==> src/rtl/core/vzz_pkg.sv <==
// vzz_pkg: shared constants, types and helpers of the varint / zigzag codec
// no dependencies; used by every file under rtl/core

package vzz_pkg;

    localparam int VALUE_BITS       = 64;
    localparam int NARROW_BITS      = 32;
    localparam int GROUP_BITS       = 7;
    localparam int MAX_BYTES_WIDE   = (VALUE_BITS + GROUP_BITS - 1) / GROUP_BITS;
    localparam int MAX_BYTES_NARROW = (NARROW_BITS + GROUP_BITS - 1) / GROUP_BITS;
    localparam int GC_W             = $clog2(MAX_BYTES_WIDE + 1);
    localparam int IDX_W            = $clog2(MAX_BYTES_WIDE);
    localparam int CFG_IDX_W        = 2;

    typedef enum logic [CFG_IDX_W-1:0] {
        CFG_DIRECTION = 2'd0,
        CFG_ZIGZAG    = 2'd1,
        CFG_WIDE      = 2'd2
    } t_cfg_reg;

    typedef struct packed {
        logic zigzag;
        logic wide;
    } t_cfg;

    typedef struct packed {
        logic                  valid;
        logic                  too_long;
        logic [VALUE_BITS-1:0] value;
    } t_dec_res;

    function automatic logic [VALUE_BITS-1:0] width_mask(input logic wide);
        logic [VALUE_BITS-1:0] m;
        m = '0;
        if (wide) begin
            m = '1;
        end else begin
            m[NARROW_BITS-1:0] = '1;
        end
        return m;
    endfunction

endpackage

==> src/rtl/core/vzz_in_if.sv <==
// vzz_in_if: input channel of the codec, valid / ready with value and byte payload
// depends on vzz_pkg

interface vzz_in_if;
    logic                           valid;
    logic                           ready;
    logic [vzz_pkg::VALUE_BITS-1:0] value_in;
    logic [7:0]                     byte_in;

    modport source (output valid, output value_in, output byte_in, input ready);
    modport sink   (input valid, input value_in, input byte_in, output ready);
endinterface

==> src/rtl/core/vzz_out_if.sv <==
// vzz_out_if: result channel of the codec, valid / ready with byte or value payload
// depends on vzz_pkg

interface vzz_out_if;
    logic                           valid;
    logic                           ready;
    logic [7:0]                     byte_out;
    logic [vzz_pkg::VALUE_BITS-1:0] value_out;
    logic                           last;
    logic                           too_long;

    modport source (output valid, output byte_out, output value_out, output last,
                    output too_long, input ready);
    modport sink   (input valid, input byte_out, input value_out, input last,
                    input too_long, output ready);
endinterface

==> src/rtl/core/vzz_enc.sv <==
// vzz_enc: encoder, loads one mapped value into a shift register and emits
// one 7-bit group per cycle while each byte is taken; depends on vzz_pkg

module vzz_enc (
    input  logic                           i_clk,
    input  logic                           i_rst_n,
    input  vzz_pkg::t_cfg                  i_cfg,
    input  logic                           i_load,
    input  logic [vzz_pkg::VALUE_BITS-1:0] i_value,
    input  logic                           i_take,
    output logic                           o_busy,
    output logic [7:0]                     o_byte,
    output logic                           o_last
);

    localparam int VB = vzz_pkg::VALUE_BITS;
    localparam int GB = vzz_pkg::GROUP_BITS;

    logic          r_busy, n_busy;
    logic [VB-1:0] r_sh, n_sh;
    logic          more;
    logic [VB-1:0] mask;
    logic [VB-1:0] masked;
    logic          sign;

    assign more = |r_sh[VB-1:GB];
    assign mask = vzz_pkg::width_mask(i_cfg.wide);

    always_comb begin
        masked = i_value & mask;
        sign   = i_cfg.wide ? masked[VB-1] : masked[vzz_pkg::NARROW_BITS-1];
        n_sh   = r_sh;
        n_busy = r_busy;
        if (i_load) begin
            n_busy = 1'b1;
            if (i_cfg.zigzag) begin
                n_sh = ((masked << 1) ^ {VB{sign}}) & mask;
            end else begin
                n_sh = masked;
            end
        end else if (i_take) begin
            if (more) begin
                n_sh = r_sh >> GB;
            end else begin
                n_busy = 1'b0;
            end
        end
    end

    always_ff @(posedge i_clk) begin
        if (!i_rst_n) begin
            r_busy <= 1'b0;
        end else begin
            r_busy <= n_busy;
        end
        r_sh <= n_sh;
    end

    assign o_busy = r_busy;
    assign o_byte = {more, r_sh[GB-1:0]};
    assign o_last = !more;

    a_last_ends_run: assert property (@(posedge i_clk) disable iff (!i_rst_n)
        (r_busy && i_take && !more && !i_load) |=> !r_busy)
        else $error("encoder still busy after last byte");

    a_shift_on_take: assert property (@(posedge i_clk) disable iff (!i_rst_n)
        (r_busy && i_take && more && !i_load) |=> (r_busy && r_sh == ($past(r_sh) >> GB)))
        else $error("encoder did not advance one group");

endmodule

==> src/rtl/core/vzz_dec.sv <==
// vzz_dec: decoder, drops each byte's group into its slot and emits the
// value on a terminating or overlong byte; depends on vzz_pkg

module vzz_dec (
    input  logic             i_clk,
    input  logic             i_rst_n,
    input  vzz_pkg::t_cfg    i_cfg,
    input  logic             i_load,
    input  logic [7:0]       i_byte,
    input  logic             i_take,
    output vzz_pkg::t_dec_res o_res
);

    localparam int VB    = vzz_pkg::VALUE_BITS;
    localparam int GB    = vzz_pkg::GROUP_BITS;
    localparam int MAXW  = vzz_pkg::MAX_BYTES_WIDE;
    localparam int GC_W  = vzz_pkg::GC_W;
    localparam int IDX_W = vzz_pkg::IDX_W;
    localparam logic [GC_W-1:0] MAX_WIDE   = GC_W'(vzz_pkg::MAX_BYTES_WIDE);
    localparam logic [GC_W-1:0] MAX_NARROW = GC_W'(vzz_pkg::MAX_BYTES_NARROW);

    logic [GB-1:0]      r_slots [MAXW];
    logic [GB-1:0]      n_slots [MAXW];
    logic [GC_W-1:0]    r_gc;
    logic [GC_W-1:0]    gc_inc;
    logic [GC_W-1:0]    max_bytes;
    logic [MAXW*GB-1:0] flat;
    logic [VB-1:0]      mask;
    logic [VB-1:0]      acc;
    logic [VB-1:0]      value;
    logic               done;
    logic               overlong;
    logic               emit;
    logic               r_valid;
    logic               r_too_long;
    logic [VB-1:0]      r_value;

    assign mask      = vzz_pkg::width_mask(i_cfg.wide);
    assign gc_inc    = r_gc + GC_W'(1);
    assign max_bytes = i_cfg.wide ? MAX_WIDE : MAX_NARROW;
    assign done      = !i_byte[7];
    assign overlong  = !done && (gc_inc >= max_bytes);
    assign emit      = i_load && (done || overlong);

    always_comb begin
        for (int k = 0; k < MAXW; k++) begin
            n_slots[k] = r_slots[k];
        end
        n_slots[r_gc[IDX_W-1:0]] = i_byte[GB-1:0];
        for (int k = 0; k < MAXW; k++) begin
            flat[k*GB +: GB] = n_slots[k];
        end
        acc = flat[VB-1:0] & mask;
        if (i_cfg.zigzag) begin
            value = ((acc >> 1) ^ {VB{acc[0]}}) & mask;
        end else begin
            value = acc;
        end
    end

    always_ff @(posedge i_clk) begin
        if (!i_rst_n) begin
            r_gc    <= '0;
            r_valid <= 1'b0;
            for (int k = 0; k < MAXW; k++) begin
                r_slots[k] <= '0;
            end
        end else begin
            if (i_load) begin
                if (emit) begin
                    r_gc <= '0;
                    for (int k = 0; k < MAXW; k++) begin
                        r_slots[k] <= '0;
                    end
                end else begin
                    r_gc <= gc_inc;
                    for (int k = 0; k < MAXW; k++) begin
                        r_slots[k] <= n_slots[k];
                    end
                end
            end
            if (emit) begin
                r_valid <= 1'b1;
            end else if (i_take) begin
                r_valid <= 1'b0;
            end
        end
        if (emit) begin
            r_value    <= value;
            r_too_long <= overlong;
        end
    end

    assign o_res.valid    = r_valid;
    assign o_res.too_long = r_too_long;
    assign o_res.value    = r_value;

    a_gc_bounded: assert property (@(posedge i_clk) disable iff (!i_rst_n)
        r_gc < MAX_WIDE)
        else $error("group count past the widest run");

    a_emit_restarts: assert property (@(posedge i_clk) disable iff (!i_rst_n)
        emit |=> (r_gc == '0 && r_valid))
        else $error("decoder did not restart after a value");

endmodule

==> src/rtl/core/varint_zigzag_codec_core.sv <==
// varint_zigzag_codec_core: top level of the base-128 varint codec with zigzag
// depends on vzz_pkg, vzz_in_if, vzz_out_if, vzz_enc, vzz_dec
//
//  channel   dir  handshake      payload
//  i_in      in   valid/ready    value_in[63:0], byte_in[7:0]
//  o_out     out  valid/ready    byte_out[7:0], value_out[63:0], last, too_long
//  i_cfg_*   in   we only        index[1:0], wdata[0]
//
// encode: one value per run, one byte per cycle out of the encoder shift
// register while o_out is ready; no new value until the last byte is taken
// decode: one byte per cycle; a finished value sits in the result register
// and further bytes are taken once it is consumed or while it is taken
// reset is synchronous and clears config to encode, no zigzag, wide mode

module varint_zigzag_codec_core (
    input  logic                            i_clk,
    input  logic                            i_rst_n,
    vzz_in_if.sink                          i_in,
    vzz_out_if.source                       o_out,
    input  logic                            i_cfg_we,
    input  logic [vzz_pkg::CFG_IDX_W-1:0]   i_cfg_index,
    input  logic [0:0]                      i_cfg_wdata
);

    logic              r_direction;
    vzz_pkg::t_cfg     r_cfg;
    logic              enc_busy;
    logic [7:0]        enc_byte;
    logic              enc_last;
    vzz_pkg::t_dec_res dec_res;
    logic              in_xfer;
    logic              out_xfer;

    always_ff @(posedge i_clk) begin
        if (!i_rst_n) begin
            r_direction  <= 1'b0;
            r_cfg.zigzag <= 1'b0;
            r_cfg.wide   <= 1'b1;
        end else if (i_cfg_we) begin
            case (i_cfg_index)
                vzz_pkg::CFG_DIRECTION: r_direction  <= i_cfg_wdata[0];
                vzz_pkg::CFG_ZIGZAG:    r_cfg.zigzag <= i_cfg_wdata[0];
                vzz_pkg::CFG_WIDE:      r_cfg.wide   <= i_cfg_wdata[0];
                default: ;
            endcase
        end
    end

    assign i_in.ready = r_direction ? (!dec_res.valid || o_out.ready) : !enc_busy;
    assign in_xfer    = i_in.valid && i_in.ready;
    assign out_xfer   = o_out.valid && o_out.ready;

    vzz_enc u_enc (
        .i_clk   (i_clk),
        .i_rst_n (i_rst_n),
        .i_cfg   (r_cfg),
        .i_load  (in_xfer && !r_direction),
        .i_value (i_in.value_in),
        .i_take  (out_xfer && !r_direction),
        .o_busy  (enc_busy),
        .o_byte  (enc_byte),
        .o_last  (enc_last)
    );

    vzz_dec u_dec (
        .i_clk   (i_clk),
        .i_rst_n (i_rst_n),
        .i_cfg   (r_cfg),
        .i_load  (in_xfer && r_direction),
        .i_byte  (i_in.byte_in),
        .i_take  (out_xfer && r_direction),
        .o_res   (dec_res)
    );

    always_comb begin
        if (r_direction) begin
            o_out.valid     = dec_res.valid;
            o_out.byte_out  = '0;
            o_out.value_out = dec_res.value;
            o_out.last      = 1'b1;
            o_out.too_long  = dec_res.too_long;
        end else begin
            o_out.valid     = enc_busy;
            o_out.byte_out  = enc_byte;
            o_out.value_out = '0;
            o_out.last      = enc_last;
            o_out.too_long  = 1'b0;
        end
    end

endmodule

==> src/flat_wrapper.sv <==
// flat-port wrapper written by rule: the top's interface ports become plain ports
module varint_zigzag_codec_core_flat 
  (i_clk, i_rst_n, i_cfg_we, i_cfg_index, i_cfg_wdata, i_in_valid, i_in_value_in, i_in_byte_in, i_in_ready, o_out_valid, o_out_byte_out, o_out_value_out, o_out_last, o_out_too_long, o_out_ready);
  vzz_in_if i_in_i ();
  vzz_out_if o_out_i ();
  input  logic i_clk;
  input  logic i_rst_n;
  input  logic i_cfg_we;
  input  logic [vzz_pkg::CFG_IDX_W-1:0] i_cfg_index;
  input  logic [0:0] i_cfg_wdata;
  input wire logic [$bits(i_in_i.valid)-1:0] i_in_valid;
  input wire logic [$bits(i_in_i.value_in)-1:0] i_in_value_in;
  input wire logic [$bits(i_in_i.byte_in)-1:0] i_in_byte_in;
  output wire logic [$bits(i_in_i.ready)-1:0] i_in_ready;
  output wire logic [$bits(o_out_i.valid)-1:0] o_out_valid;
  output wire logic [$bits(o_out_i.byte_out)-1:0] o_out_byte_out;
  output wire logic [$bits(o_out_i.value_out)-1:0] o_out_value_out;
  output wire logic [$bits(o_out_i.last)-1:0] o_out_last;
  output wire logic [$bits(o_out_i.too_long)-1:0] o_out_too_long;
  input wire logic [$bits(o_out_i.ready)-1:0] o_out_ready;
  assign i_in_i.valid = i_in_valid;
  assign i_in_i.value_in = i_in_value_in;
  assign i_in_i.byte_in = i_in_byte_in;
  assign i_in_ready = i_in_i.ready;
  assign o_out_valid = o_out_i.valid;
  assign o_out_byte_out = o_out_i.byte_out;
  assign o_out_value_out = o_out_i.value_out;
  assign o_out_last = o_out_i.last;
  assign o_out_too_long = o_out_i.too_long;
  assign o_out_i.ready = o_out_ready;
  varint_zigzag_codec_core u_core (.i_clk(i_clk), .i_rst_n(i_rst_n), .i_in(i_in_i), .o_out(o_out_i), .i_cfg_we(i_cfg_we), .i_cfg_index(i_cfg_index), .i_cfg_wdata(i_cfg_wdata));
endmodule
==> config.mk <==
export PLATFORM = sky130hd
export DESIGN_NAME = varint_zigzag_codec_core_flat
export DESIGN_NICKNAME = d
export VERILOG_FILES = /design/src/rtl/core/vzz_pkg.sv /design/src/rtl/core/vzz_in_if.sv /design/src/rtl/core/vzz_out_if.sv /design/src/rtl/core/vzz_enc.sv /design/src/rtl/core/vzz_dec.sv /design/src/rtl/core/varint_zigzag_codec_core.sv /design/src/flat_wrapper.sv
export SDC_FILE = /design/constraint.sdc
export NUM_CORES = 1
export LEC_CHECK = 0
export ABC_AREA = 0
export BUFFER_PORTS_ARGS = -buffer_cell sky130_fd_sc_hd__buf_4
export CORE_MARGIN = 2
export CORE_UTILIZATION = 63
export DETAILED_ROUTE_END_ITERATION = 16
export GPL_TIMING_DRIVEN = 1
export PLACE_DENSITY = 0.86
export SLEW_MARGIN = 40
export SYNTH_ARGS = -nofsm -noshare
export SYNTH_HDL_FRONTEND = slang
export SYNTH_SLANG_ARGS = --single-unit
export TNS_END_PERCENT = 5
==> constraint.sdc <==
create_clock -name i_clk -period 11.8 [get_ports i_clk]
set_clock_uncertainty 0.1 [all_clocks]
set_input_delay 2.36 -clock i_clk [delete_from_list [all_inputs] [get_ports i_clk]]
set_output_delay 2.36 -clock i_clk [all_outputs]
set_load 0.01 [all_outputs]
======== After elaboration in Yosys (flattened, before gate mapping) ========
Memory sizes are Yosys's and may differ from the RTL's.
Index checks and enable logic that the tools add are counted.
word-level totals
  bits of input ports ..................... 80
  output and inout bits ................... 76
  word-level logic and storage cells ...... 122
  memories ................................ 1
  RAM bits ................................ 70
  bits in registers ....................... 138
operators by class
  eq/ne operators ......................... 3
  bitwise logic cells ..................... 27
  add/sub/neg operators ................... 1
  reductions and logical operators ........ 26
  $lt $le $gt $ge ......................... 3
  mux-type cells .......................... 52
memories
  memory                words  bits a word  read ports  clocked after memory_dff  wr ports  RTL line       RTL
  u_core.u_dec.r_slots  10     7            10          0                         10        vzz_dec.sv:22  logic [GB-1:0] r_slots [MAXW];
operator list
  operator                                                              number
  64-bit 2-to-1 mux                                                     6
  64-bit AND                                                            4
  7-bit 2-to-1 mux                                                      21
  70-bit bitwise mux                                                    1
  63-bit by 64-bit bitwise XOR with 64-bit output                       1
  64-bit bitwise XOR                                                    1
  57-bit OR reduction                                                   1
  32-bit 2-to-1 mux                                                     1
  7-bit demux with 4-bit select                                         1
  1-bit bitwise OR                                                      20
  1-bit 2-to-1 mux                                                      19
  2-bit AND reduction                                                   5
  1-bit logical AND                                                     9
  4-bit 2-to-1 mux                                                      2
  8-bit 2-to-1 mux                                                      1
  2-bit nonzero test                                                    3
  5-bit >= comparator, second input constant                            1
  1-bit logical NOT                                                     5
  5-bit by 1-bit < comparator with 1-bit output, second input constant  1
  4-bit inverter with 5-bit output                                      1
  4-bit by 1-bit adder with 4-bit output, second input constant         1
  4-bit >= comparator                                                   1
  2-bit by 1-bit == test with 1-bit output, second input constant       1
  2-bit == test, second input constant                                  1
  other kinds (3)                                                       4

======== Logic depth before layout (Yosys ltp) ========
Gate-level depths: netlist of run 1.
  depth after elaboration ................. 12
  gate-level depth with buffers ........... 10
  gate-level depth less buffers ........... 7

======== Hierarchy ========
Synthesis of run 1 repeated with hierarchy kept, for this count alone.
second synthesis, totals
  cell total of the unflattened synthesis .. 1032
  area, all modules ....................... 11678.7 sq um
modules (own cells, without submodules)
  module                    instances  area an instance (sq um)  cells an instance
  vzz_dec                   1          6935.4                    546
  vzz_enc                   1          4017.6                    380
  varint_zigzag_codec_core  1          725.7                     106

======== Least setup slack after synthesis of run 1 ========
No wires, ideal clock.
  path kind ............................... in2reg
  start ................................... input o_out_ready
  end ..................................... register u_core.u_enc.r_sh[0], enable pin
  path slack .............................. 3.958 ns
  stages .................................. 2
  data arrival time ....................... 7.162 ns
  path through ............................ inv_1 -> o31ai_1
on the way
  longest elaborated chain between the ends .. 6
ends and longest elaborated chain
  item                                      RTL line                        RTL
  start: declaration                        flat_wrapper.sv:20              input wire logic [$bits(o_out_i.ready)-1:0] o_out_ready;
  1-bit logical OR                          varint_zigzag_codec_core.sv:49  assign i_in.ready = r_direction ? (!dec_res.valid || o_out.ready) : !enc_busy;
  1-bit 2-to-1 mux                          varint_zigzag_codec_core.sv:49
  1-bit logical AND                         varint_zigzag_codec_core.sv:50  assign in_xfer = i_in.valid && i_in.ready;
  1-bit logical AND                         varint_zigzag_codec_core.sv:57  .i_load (in_xfer && !r_direction),
  2-bit nonzero test (no source line)       -
  2-bit AND reduction (no source line) (*)  -
  end signal: assignment                    vzz_enc.sv:56                   r_sh <= n_sh;
  end: declaration                          vzz_enc.sv:20                   logic [VB-1:0] r_sh, n_sh;
Every way passes the cells marked *; elsewhere a longest branch is shown, timed or not.
A chain may end at the register's enable or synchronous reset.

======== Worst setup path after layout of run 1 ========
  start ................................... input o_out_ready
  end ..................................... output i_in_ready
on the way
  longest elaborated chain between the ends .. 2
ends and longest elaborated chain
  item              RTL line                        RTL
  1-bit logical OR  varint_zigzag_codec_core.sv:49
  1-bit 2-to-1 mux  varint_zigzag_codec_core.sv:49
  end: declaration  flat_wrapper.sv:14              output wire logic [$bits(i_in_i.ready)-1:0] i_in_ready;
Every way passes these cells.

==> results of run 1 <==
## power breakdown
part	switching, W	total, W	internal, W
Clock	0.000265	0.000643	0.000378
Sequential	0.0000223	0.000862	0.000839
Combinational	0.000125	0.000217	0.0000923
Total	0.000412	0.00172	0.00131
## layout make-up
class,instances,share of cell area
clock buffer,30,0.04552
clock inverter,10,0.005395
inverter,8,0.002271
multi-input combinational,755,0.3740
sequential,202,0.4526
tap,225,0.02129
timing repair buffer,168,0.09890
## logic make-up (layout without fill, tap and decap cells)
family	count (synthesis)	after routing	synth area share
and+or+nand+nor	351	351	0.1447
DFF	202	202	0.5288
AOI/OAI and AO/OA	139	139	0.06500
muxes	129	129	0.1147
xor gates and xnor gates	128	128	0.09921
buffers and inverters	94	216	0.03864
adders and majority gates	8	8	0.008859
## cell usage after synthesis (all sizes together)
cell type | instances | share of area
nor2 | 133 | 0.044
nor3 | 2 | 0.00089
or2 | 1 | 0.00055
buf | 32 | 0.018
o21ai | 88 | 0.039
o21a | 2 | 0.0013
o22ai | 1 | 0.00055
clkbuf | 54 | 0.018
and2 | 70 | 0.039
o211ai | 2 | 0.0013
mux2i | 128 | 0.11
nand3b | 8 | 0.0053
mux2 | 1 | 0.0010
or3 | 2 | 0.0011
edfxtp | 193 | 0.51
a21boi | 2 | 0.0013
nor2b | 14 | 0.0078
ha | 8 | 0.0089
xor2 | 32 | 0.025
a21oi | 35 | 0.016
inv | 8 | 0.0027
xnor2 | 96 | 0.074
o21bai | 1 | 0.00066
nand4 | 3 | 0.0017
o31ai | 1 | 0.00066
nor3b | 3 | 0.0024
a211oi | 7 | 0.0047
dfxtp | 9 | 0.016
nand2b | 2 | 0.0011
nor4 | 14 | 0.0078
nand3 | 3 | 0.0013
nand2 | 96 | 0.032
## registers in the layout, indices dropped and copies added (netlist names)
signal,flops
u_core.u_dec.r_slots,64
u_core.u_dec.r_value,64
u_core.u_enc.r_sh,64
u_core.u_dec.r_gc,4
u_core.r_cfg,2
u_core.r_direction,1
u_core.u_dec.r_too_long,1
u_core.u_dec.r_valid,1
u_core.u_enc.o_busy,1
## final timing paths
| path | start | end | slack, ns | depth (start not counted) |
|---|---|---|---|---|
| setup / recovery | o_out_ready | i_in_ready | 6.54 | 3 |
| hold / removal | u_core.u_enc.o_busy$_SDFFE_PN0P_ | u_core.u_enc.o_busy$_SDFFE_PN0P_ | 0.46 | 2 |
| setup reg to reg | u_core.u_dec.r_gc[0]$_SDFFE_PN0P_ | u_core.u_dec.r_value[34]$_DFFE_PP_ | 8.20 | 8 |
| hold reg to reg | u_core.u_enc.o_busy$_SDFFE_PN0P_ | u_core.u_enc.o_busy$_SDFFE_PN0P_ | 0.46 | 2 |
## tightest hold or removal path, delay by kind of cell (launching register included)
family,cells,cell delay [ns]
AOI/OAI and AO/OA,2,0.19
DFF,1,0.32
## layer usage
layer | part of all wire | wire length (um) | global-route usage | vias up
met3 | 0.072 | 1776 | 0.03399 | 60
met1 | 0.42 | 10250 | 0.3504 | 3754
li1 | - | - | - | 3840
met4 | 0.031 | 760 | 0.07993 | 0
met2 | 0.48 | 11810 | 0.4301 | 315
met5 | 0 | 0 | 0 | -
## stage by stage
step / total power [W] / hold slack [ns] / std cells
final: 0.001721 / 0.4551 / 1398
after global routing: 0.001777 / 0.4816 / 1398
after CTS: 0.001725 / 0.4547 / 1397
after detailed placement: 0.001089 / 0.4436 / 1357
after global placement: 0.001079 / 0.4322 / 1354
after floorplan: 0.001016 / 0.4131 / 1051
==> impl_metrics.ini, run 1 <==
[outcome]
status = finished clean

[layout]
final_common_cell = edfxtp_1
final_cell_mix = edfxtp_1 (193), buf_4 (163), nor2_1 (133)
nNetsFinal = 1245
multi_input_area_um2 = 4945
regArea_um2 = 5983
antenna_cells = 0
fill_cells = 1140
area_growth_pct = 17.00
fin_area_um2 = 13220
utilization = 0.7591
drive_gt1_frac = 0.1765

[logic_synthesis]
avgSynthCellArea_um2 = 10.75
ys_seq_elements = 202
yosysUniqueCellTypes = 38
synth.yosys.seq_area_share = 0.5288
yosysWarnings = 0
syn-num-nets = 1139
netlist_instances = 1051
synth_area_um2 = 11300

[worst_setup_path]
slowest_stage = o21a_1
cp.arrival_ns = 2.80
crit_family = buffers and inverters
end_kind = primary output
path_cells = buf_4 > o21a_1 > buf_4
critPathRequiredTime_ns = 9.34
slowest_delay_ns = 0.18
critPathLaunchType = input port
critPathKind = input port to primary output
cp.buffers_inverters = 2
crit_fanout = 4
critPathMostFrequentCell = buf_4

[clock_network]
cts-resized-gates = 0
post_cts_buffers = 0
tritoncts = yes
cts_hold_buf = 0
htree_levels = 1
clock_latency_ns = 0.50
cts_root_buf = clkbuf_16
cts_buffers = 22
path_clk_slew_ns = 0.06
clk_path_buf_depth = 3
cts.sink_count = 202

[sta]
setup_violations = 0
finalSetupTns_ns = 0
grt_setup_unrepaired = false
relSlewSlack = 0.4353
layout_setup_ws_ns = 6.541
timing.final.crit_share = 0.4457
final-hold-violation-count = 0
period_minus_slack_ns = 5.259
fmax_mhz = 190.2
tightest_slew_ns = 0.8470
maxSlewViolCount = 0

[route]
ant_nets = 0
via_per_inst = 5.700
wl_mm = 24.60
num_vias = 7969
first_iter_violations = 653
wl_per_cell_um = 17.60
drc = 0
drt-pass1-iter-count = 7

[hold_path]
hold_class = flip-flop to flip-flop

[placed_design]
placed_area_um2 = 12510
port_buffers = 155
place.gp.congestion = 0.8375
dp_slack_ns = 6.548
hpwl_mm = 15.88

[die]
dieArea_um2 = 19020
initial_core_util = 0.6488
rows = 48
die_h_um = 137.9
design.core.area_um2 = 17420
ios = 156
die_x_um = 137.9

[grt]
grt_pass1_vias = 7509
grt_util_all_layers = 0.2566
overflow = 0
antenna_found_initial = 0
grt_start_max_net_pins = 97
grt_pass1_wl_mm = 37.92

[flow_run]
maxCapViolCount = 0

[power_and_ir_drop]
irDropWorstVdd_mv = 0.1073
p_leak_nw = 5.132
power_density_nw_per_um2 = 130.2
No activity file was read; power rests on OpenSTA's default activity.
==> run 2: changes to the inputs <==
--- a/config.mk
+++ b/config.mk
@@ -5,13 +5,13 @@
 export SDC_FILE = /design/constraint.sdc
 export NUM_CORES = 1
 export LEC_CHECK = 0
-export ABC_AREA = 0
+export ABC_AREA = 1
 export BUFFER_PORTS_ARGS = -buffer_cell sky130_fd_sc_hd__buf_4
 export CORE_MARGIN = 2
-export CORE_UTILIZATION = 63
+export CORE_UTILIZATION = 53
 export DETAILED_ROUTE_END_ITERATION = 16
 export GPL_TIMING_DRIVEN = 1
-export PLACE_DENSITY = 0.86
+export PLACE_DENSITY = 0.77
 export SLEW_MARGIN = 40
 export SYNTH_ARGS = -nofsm -noshare
 export SYNTH_HDL_FRONTEND = slang
==> constraint.sdc (replaced) <==
create_clock -name i_clk -period 4.3 [get_ports i_clk]
set_clock_uncertainty 0.1 [all_clocks]
set_input_delay 0.86 -clock i_clk [delete_from_list [all_inputs] [get_ports i_clk]]
set_output_delay 0.86 -clock i_clk [all_outputs]
set_load 0.01 [all_outputs]
==> run 2 against run 1 <==
Against the previous run:
- via count rose by 18%
- die area rose by 22%
- total power rose to 2.9 times the previous value
==> impl_metrics.ini, run 2 <==
[route]
ant_nets = 0
wl_per_cell_um = 14.64
via_per_inst = 5.211
wl_mm = 26.37
num_vias = 9385
drt-pass1-iter-count = 5
drc = 0
first_iter_violations = 819

[logic_synthesis]
avgSynthCellArea_um2 = 8.374
yosysMostFrequentCell = nand2_1
synth_largest_area_cell = edfxtp_1
synth_flop_cell = edfxtp_1
netlist_instances = 1394
synth_edf_count = 193
synth_area_um2 = 11670
yosysWarnings = 0
ys_async_sr_fraction = 0
synth_area_leaders = edfxtp_1 (50%), nand2_1 (11%), o21ai_0 (7.1%), inv_1 (7.0%), xor2_1 (6.9%)
synth.yosys.seq_area_share = 0.5119
yosysTopAreaCellShare = 0.4965
syn-num-nets = 1482
synthTopCellsByCount = nand2_1 (339), inv_1 (217), edfxtp_1 (193), o21ai_0 (165), nor2_1 (120)
ys_seq_elements = 202
yosysUniqueCellTypes = 34

[worst_setup_path]
critPathKind = flip-flop to primary output
critPathRequiredTime_ns = 3.34
slowest_stage = edfxtp_1
cp.buffers_inverters = 2
critPathLaunchType = flip-flop
crit_fanout = 2
slowest_delay_ns = 0.38
path_cells = or2_2 > nor2_1 > nand2_1 > nor2_1 > nand2_1 > nand2_1 > inv_1 > buf_4
end_kind = primary output
crit_family = simple AND/OR/NAND/NOR gates
cp.arrival_ns = 2.00
critPathMostFrequentCell = nand2_1

[placed_design]
place.gp.congestion = 0.8393
dp.cells = 1762
port_buffers = 155
hpwl_mm = 16.91
dp_slack_ns = 1.399

[sta]
period_minus_slack_ns = 2.958
hold_ws_ns = 0.3731
layout_setup_ws_ns = 1.342
maxSlewViolCount = 0
relSlewSlack = 0.4565
final-hold-violation-count = 0
timing.final.crit_share = 0.6879
tightest_slew_ns = 0.8153
fmax_mhz = 338.1
setup_violations = 0
grt_setup_unrepaired = false
finalSetupTns_ns = 0

[clock_network]
cts_buffers = 22
tritoncts = yes
cts_root_buf = clkbuf_16
post_cts_buffers = 0
cts.sink_count = 202
htree_levels = 1
path_clk_slew_ns = 0.06
clock_latency_ns = 0.50
cts_hold_buf = 0
cts-resized-gates = 0
clk_path_buf_depth = 3

[layout]
final_cell_mix = nand2_1 (337), inv_1 (216), edfxtp_1 (193)
utilization = 0.6300
drive_gt1_frac = 0.1473
area_growth_pct = 17.05
reg.largest.list = u_core.u_dec.r_slots (64), u_core.u_dec.r_value (64), u_core.u_enc.r_sh (64)
antenna_cells = 0
nNetsFinal = 1594
fin_cells = 1801
fill_cells = 1837
final_common_cell = nand2_1

[die]
die_h_um = 152.4
dieArea_um2 = 23230
ios = 156
die_x_um = 152.4
design.core.area_um2 = 21690
initial_core_util = 0.5382
rows = 54

[power_and_ir_drop]
power_density_nw_per_um2 = 369.5
p_leak_nw = 6.411
irDropWorstVdd_mv = 0.2080

[grt]
grt_start_max_net_pins = 74
grt_pass1_wl_mm = 42.76
grt_util_all_layers = 0.2208
grt_pass1_vias = 8787
overflow = 0
antenna_found_initial = 0

[outcome]
status = finished clean

[hold_path]
hold_class = flip-flop to flip-flop

[flow_run]
maxCapViolCount = 0
==> run 2: cell types whose count changed in the layout (fill, tap and decap cells not counted), moves of 20 or more <==
cell / delta
xnor2_1: -93
inv_1: +208
a21oi_1: +42
and2_1: -70
mux2i_1: -126
o21ai_0: +82
xor2_1: +60
a22oi_1: +24
o21ai_1: +20
nand2_1: +244
==> run 2: kinds of logic after synthesis <==
logic type      after synthesis  synth area share
flops                       202            0.5119
buf+inv                     301            0.1075
fa+ha+maj                     8          0.008575
simple gates                485            0.1630
compound gates              303            0.1377
xor+xnor                     95           0.07128
==> run 2: metrics by stage <==
| stage | instance area, um^2 | total power, W |
|---|---|---|
| finish | 13660 | 0.005049 |
| global route | 13660 | 0.005246 |
| CTS | 13660 | 0.005071 |
| detailed placement | 12910 | 0.003131 |
| global placement | 12910 | 0.003106 |
| floorplan | 11670 | 0.002897 |
==> run 2: power by group <==
group          leakage (nW)  switching [W]  internal [W]  total [W]
clock network         0.372       0.000746       0.00121    0.00195
logic                  4.08       0.000457      0.000264   0.000721
registers              1.96      0.0000497       0.00233    0.00238
==> run 2: worst reg2reg max path, delay by kind of cell, from the launching register on <==
| kind | cells | cell delay, ns |
|---|---|---|
| DFF | 1 | 0.44 |
| adders and majority gates | 2 | 0.63 |
| AOI/OAI and AO/OA | 1 | 0.12 |
| and+or+nand+nor | 3 | 0.37 |
| buffers and inverters | 4 | 0.92 |
==> run 2: final timing paths <==
path / start / end / slack, ns / cells after the start
max reg2reg: u_core.u_dec.r_gc[0]$_SDFFE_PN0P_ / u_core.u_dec.r_value[39]$_DFFE_PP_ / 1.36 / 10
max: u_core.u_enc.r_sh[60]$_SDFFCE_PN0P_ / o_out_byte_out[7] / 1.34 / 8
min: u_core.u_enc.o_busy$_SDFFE_PN0P_ / u_core.u_enc.o_busy$_SDFFE_PN0P_ / 0.37 / 2
min reg2reg: u_core.u_enc.o_busy$_SDFFE_PN0P_ / u_core.u_enc.o_busy$_SDFFE_PN0P_ / 0.37 / 2
==> run 2: cell type report <==
| type | instances | area, um^2 | share of cell area |
|---|---|---|---|
| Clock buffer | 24 | 579.3 | 0.04240 |
| Tap cell | 280 | 350.3 | 0.02564 |
| Timing Repair Buffer | 169 | 1285 | 0.09404 |
| Inverter | 220 | 827.0 | 0.06053 |
| Sequential cell | 202 | 5978 | 0.4375 |
| Clock inverter | 15 | 168.9 | 0.01236 |
| Multi-Input combinational cell | 891 | 4476 | 0.3275 |
==> run 2: metal layers <==
| metal | up-vias | wire length (um) | global-route usage | part of all wire |
|---|---|---|---|---|
| met5 | - | 0 | 0 | 0 |
| li1 | 4703 | - | - | - |
| met2 | 300 | 12920 | 0.3758 | 0.49 |
| met4 | 0 | 489 | 0.05820 | 0.019 |
| met3 | 41 | 1716 | 0.02645 | 0.065 |
| met1 | 4341 | 11250 | 0.3029 | 0.43 |
==> run 3: changes to the inputs <==
--- a/config.mk
+++ b/config.mk
@@ -8,10 +8,10 @@
 export ABC_AREA = 1
 export BUFFER_PORTS_ARGS = -buffer_cell sky130_fd_sc_hd__buf_4
 export CORE_MARGIN = 2
-export CORE_UTILIZATION = 53
+export CORE_UTILIZATION = 59
 export DETAILED_ROUTE_END_ITERATION = 16
 export GPL_TIMING_DRIVEN = 1
-export PLACE_DENSITY = 0.77
+export PLACE_DENSITY = 0.81
 export SLEW_MARGIN = 40
 export SYNTH_ARGS = -nofsm -noshare
 export SYNTH_HDL_FRONTEND = slang
==> constraint.sdc (replaced) <==
create_clock -name i_clk -period 2.88 [get_ports i_clk]
set_clock_uncertainty 0.1 [all_clocks]
set_input_delay 0.576 -clock i_clk [delete_from_list [all_inputs] [get_ports i_clk]]
set_output_delay 0.576 -clock i_clk [all_outputs]
set_load 0.01 [all_outputs]
==> run 3 against run 2 <==
Against the previous run:
- sequential share of layout area down 0.16 points
- global-route usage increased by 2.8 points
- largest cell class unchanged
- sequential cell count stayed put
- critical endpoint is now u_core.u_dec.r_value[34]$_DFFE_PP_
- final cell count is 0.56% lower
==> impl_metrics.ini, run 3 (synthesis gave the netlist of run 2 again) <==
[outcome]
status = finished clean

[grt]
grt_pass1_vias = 8763
grt_pass1_wl_mm = 41.69
grt_start_max_net_pins = 118
overflow = 0
antenna_found_initial = 0
grt_util_all_layers = 0.2490

[clock_network]
htree_levels = 1
path_clk_slew_ns = 0.06
clock_latency_ns = 0.51
cts_buffers = 22
tritoncts = yes
cts-resized-gates = 0
cts_root_buf = clkbuf_16
cts.sink_count = 202
clk_path_buf_depth = 3
cts_hold_buf = 0
post_cts_buffers = 0

[placed_design]
port_buffers = 155
hpwl_mm = 16.92
place.gp.congestion = 0.8396

[sta]
period_minus_slack_ns = 2.734
final-hold-violation-count = 0
finalSetupTns_ns = 0
tightest_slew_ns = 0.7983
fmax_mhz = 365.7
grt_setup_unrepaired = false
relSlewSlack = 0.4678
maxSlewViolCount = 0
timing.final.crit_share = 0.9494
setup_violations = 0

[layout]
final_common_cell = nand2_1
reg.largest.list = u_core.u_dec.r_slots (64), u_core.u_dec.r_value (64), u_core.u_enc.r_sh (64)
area_growth_pct = 17.59
fill_cells = 1492
drive_gt1_frac = 0.1540
final_cell_mix = nand2_1 (336), inv_1 (214), edfxtp_1 (193)
antenna_cells = 0
nNetsFinal = 1598
utilization = 0.7053

[route]
wl_mm = 25.93
drc = 0
wl_per_cell_um = 14.48
ant_nets = 0
via_per_inst = 5.188
first_iter_violations = 802
num_vias = 9291
drt-pass1-iter-count = 5

[power_and_ir_drop]
irDropWorstVdd_mv = 0.3727
power_density_nw_per_um2 = 536.3
p_leak_nw = 6.421
p_total_w = 0.007361

[die]
design.core.area_um2 = 19460
die_x_um = 144.7
rows = 51
ios = 156
dieArea_um2 = 20930
initial_core_util = 0.5998
die_h_um = 144.7

[worst_setup_path]
cp.buffers_inverters = 2
crit_fanout = 28
r2r_start = u_core.u_dec.r_gc[1]$_SDFFE_PN0P_
critPathLaunchType = flip-flop
crit_family = buffers and inverters
slowest_delay_ns = 0.38
r2r_cells = 8
critPathRequiredTime_ns = 3.03
cp.arrival_ns = 2.88
reg2reg_to = u_core.u_dec.r_value[34]$_DFFE_PP_
critPathKind = flip-flop to flip-flop
end_kind = flip-flop
path_cells = ha_1 > xor2_1 > ha_1 > nand4_1 > nand4_1 > nand2_2 > clkinvlp_4 > buf_12
slowest_stage = dfxtp_2
ff2ff_setup_slack_ns = 0.15

[hold_path]
min_from = i_cfg_wdata
hold_class = input port to flip-flop
hold_path_depth = 3
holdPathEnd = u_core.r_cfg[0]$_SDFFE_PN1P_

[flow_run]
maxCapViolCount = 0
run 3: cell count changes in the layout (fill, tap and decap cells not counted), sizes merged:
cell      change
clkbuf        +6
bufinv        -3
clkinv        -2
clkinvlp      +1
inv           -1
buf           +4
run 3: cell type report:
type | instances | area, um^2 | share of cell area
well taps | 265 | 331.6 | 0.02415
flip-flops and latches | 202 | 5983 | 0.4359
clock inverters | 10 | 72.57 | 0.005287
clock buffers | 30 | 621.8 | 0.04530
inverters | 220 | 829.5 | 0.06043
multi-input cells | 891 | 4502 | 0.3280
repair buffers | 173 | 1386 | 0.1010
run 3: layer usage:
metal	global-route usage	routed length [um]	vias to the layer above	part of all wire
li1	-	-	4710	-
met3	0.03521	1652	49	0.064
met4	0.07154	640	0	0.025
met1	0.3373	11090	4223	0.43
met5	0	0	-	0
met2	0.4223	12550	309	0.48
run 3: stage by stage:
| stage | std cells | hold WS, ns | area, um^2 | setup WS (ns) |
|---|---|---|---|---|
| after floorplan | 1394 | 0.3393 | 11720 | 0.007434 |
| after global placement | 1751 | 0.3502 | 13030 | 0.3450 |
| after CTS | 1791 | 0.2590 | 13730 | 0.1566 |
| after global routing | 1791 | 0.2876 | 13730 | 0.05751 |
| after detailed placement | 1751 | 0.3540 | 13030 | 0.2287 |
| final | 1791 | 0.2747 | 13730 | 0.1456 |
run 3: worst max path at each step:
stage	startpoint	endpoint	slack, ns	cells past startpoint
after global routing	u_core.u_dec.r_gc[0]$_SDFFE_PN0P_	u_core.u_dec.r_value[63]$_DFFE_PP_	0.06	8
after floorplan	u_core.u_dec.r_gc[0]$_SDFFE_PN0P_	u_core.u_dec.r_too_long$_DFFE_PP_	0.007	7
after global placement	u_core.u_dec.r_gc[0]$_SDFFE_PN0P_	u_core.u_dec.r_value[40]$_DFFE_PP_	0.34	8
after CTS	u_core.u_dec.r_gc[1]$_SDFFE_PN0P_	u_core.u_dec.r_value[62]$_DFFE_PP_	0.16	8
after detailed placement	u_core.u_dec.r_gc[0]$_SDFFE_PN0P_	u_core.u_dec.r_value[36]$_DFFE_PP_	0.23	8
final	u_core.u_dec.r_gc[1]$_SDFFE_PN0P_	u_core.u_dec.r_value[34]$_DFFE_PP_	0.15	8
run 3: worst min-delay path: stages:
cell	delay [ns]
buf_4	0.12
inv_1	0.05
o21ai_0	0.07
run 3: where the power goes:
part | internal [W] | leakage (nW) | switching (W) | total, W
clock network | 0.00160 | 0.348 | 0.00112 | 0.00272
registers | 0.00347 | 1.96 | 0.0000769 | 0.00355
logic | 0.000408 | 4.11 | 0.000684 | 0.00109
total | 0.00548 | 6.42 | 0.00188 | 0.00736
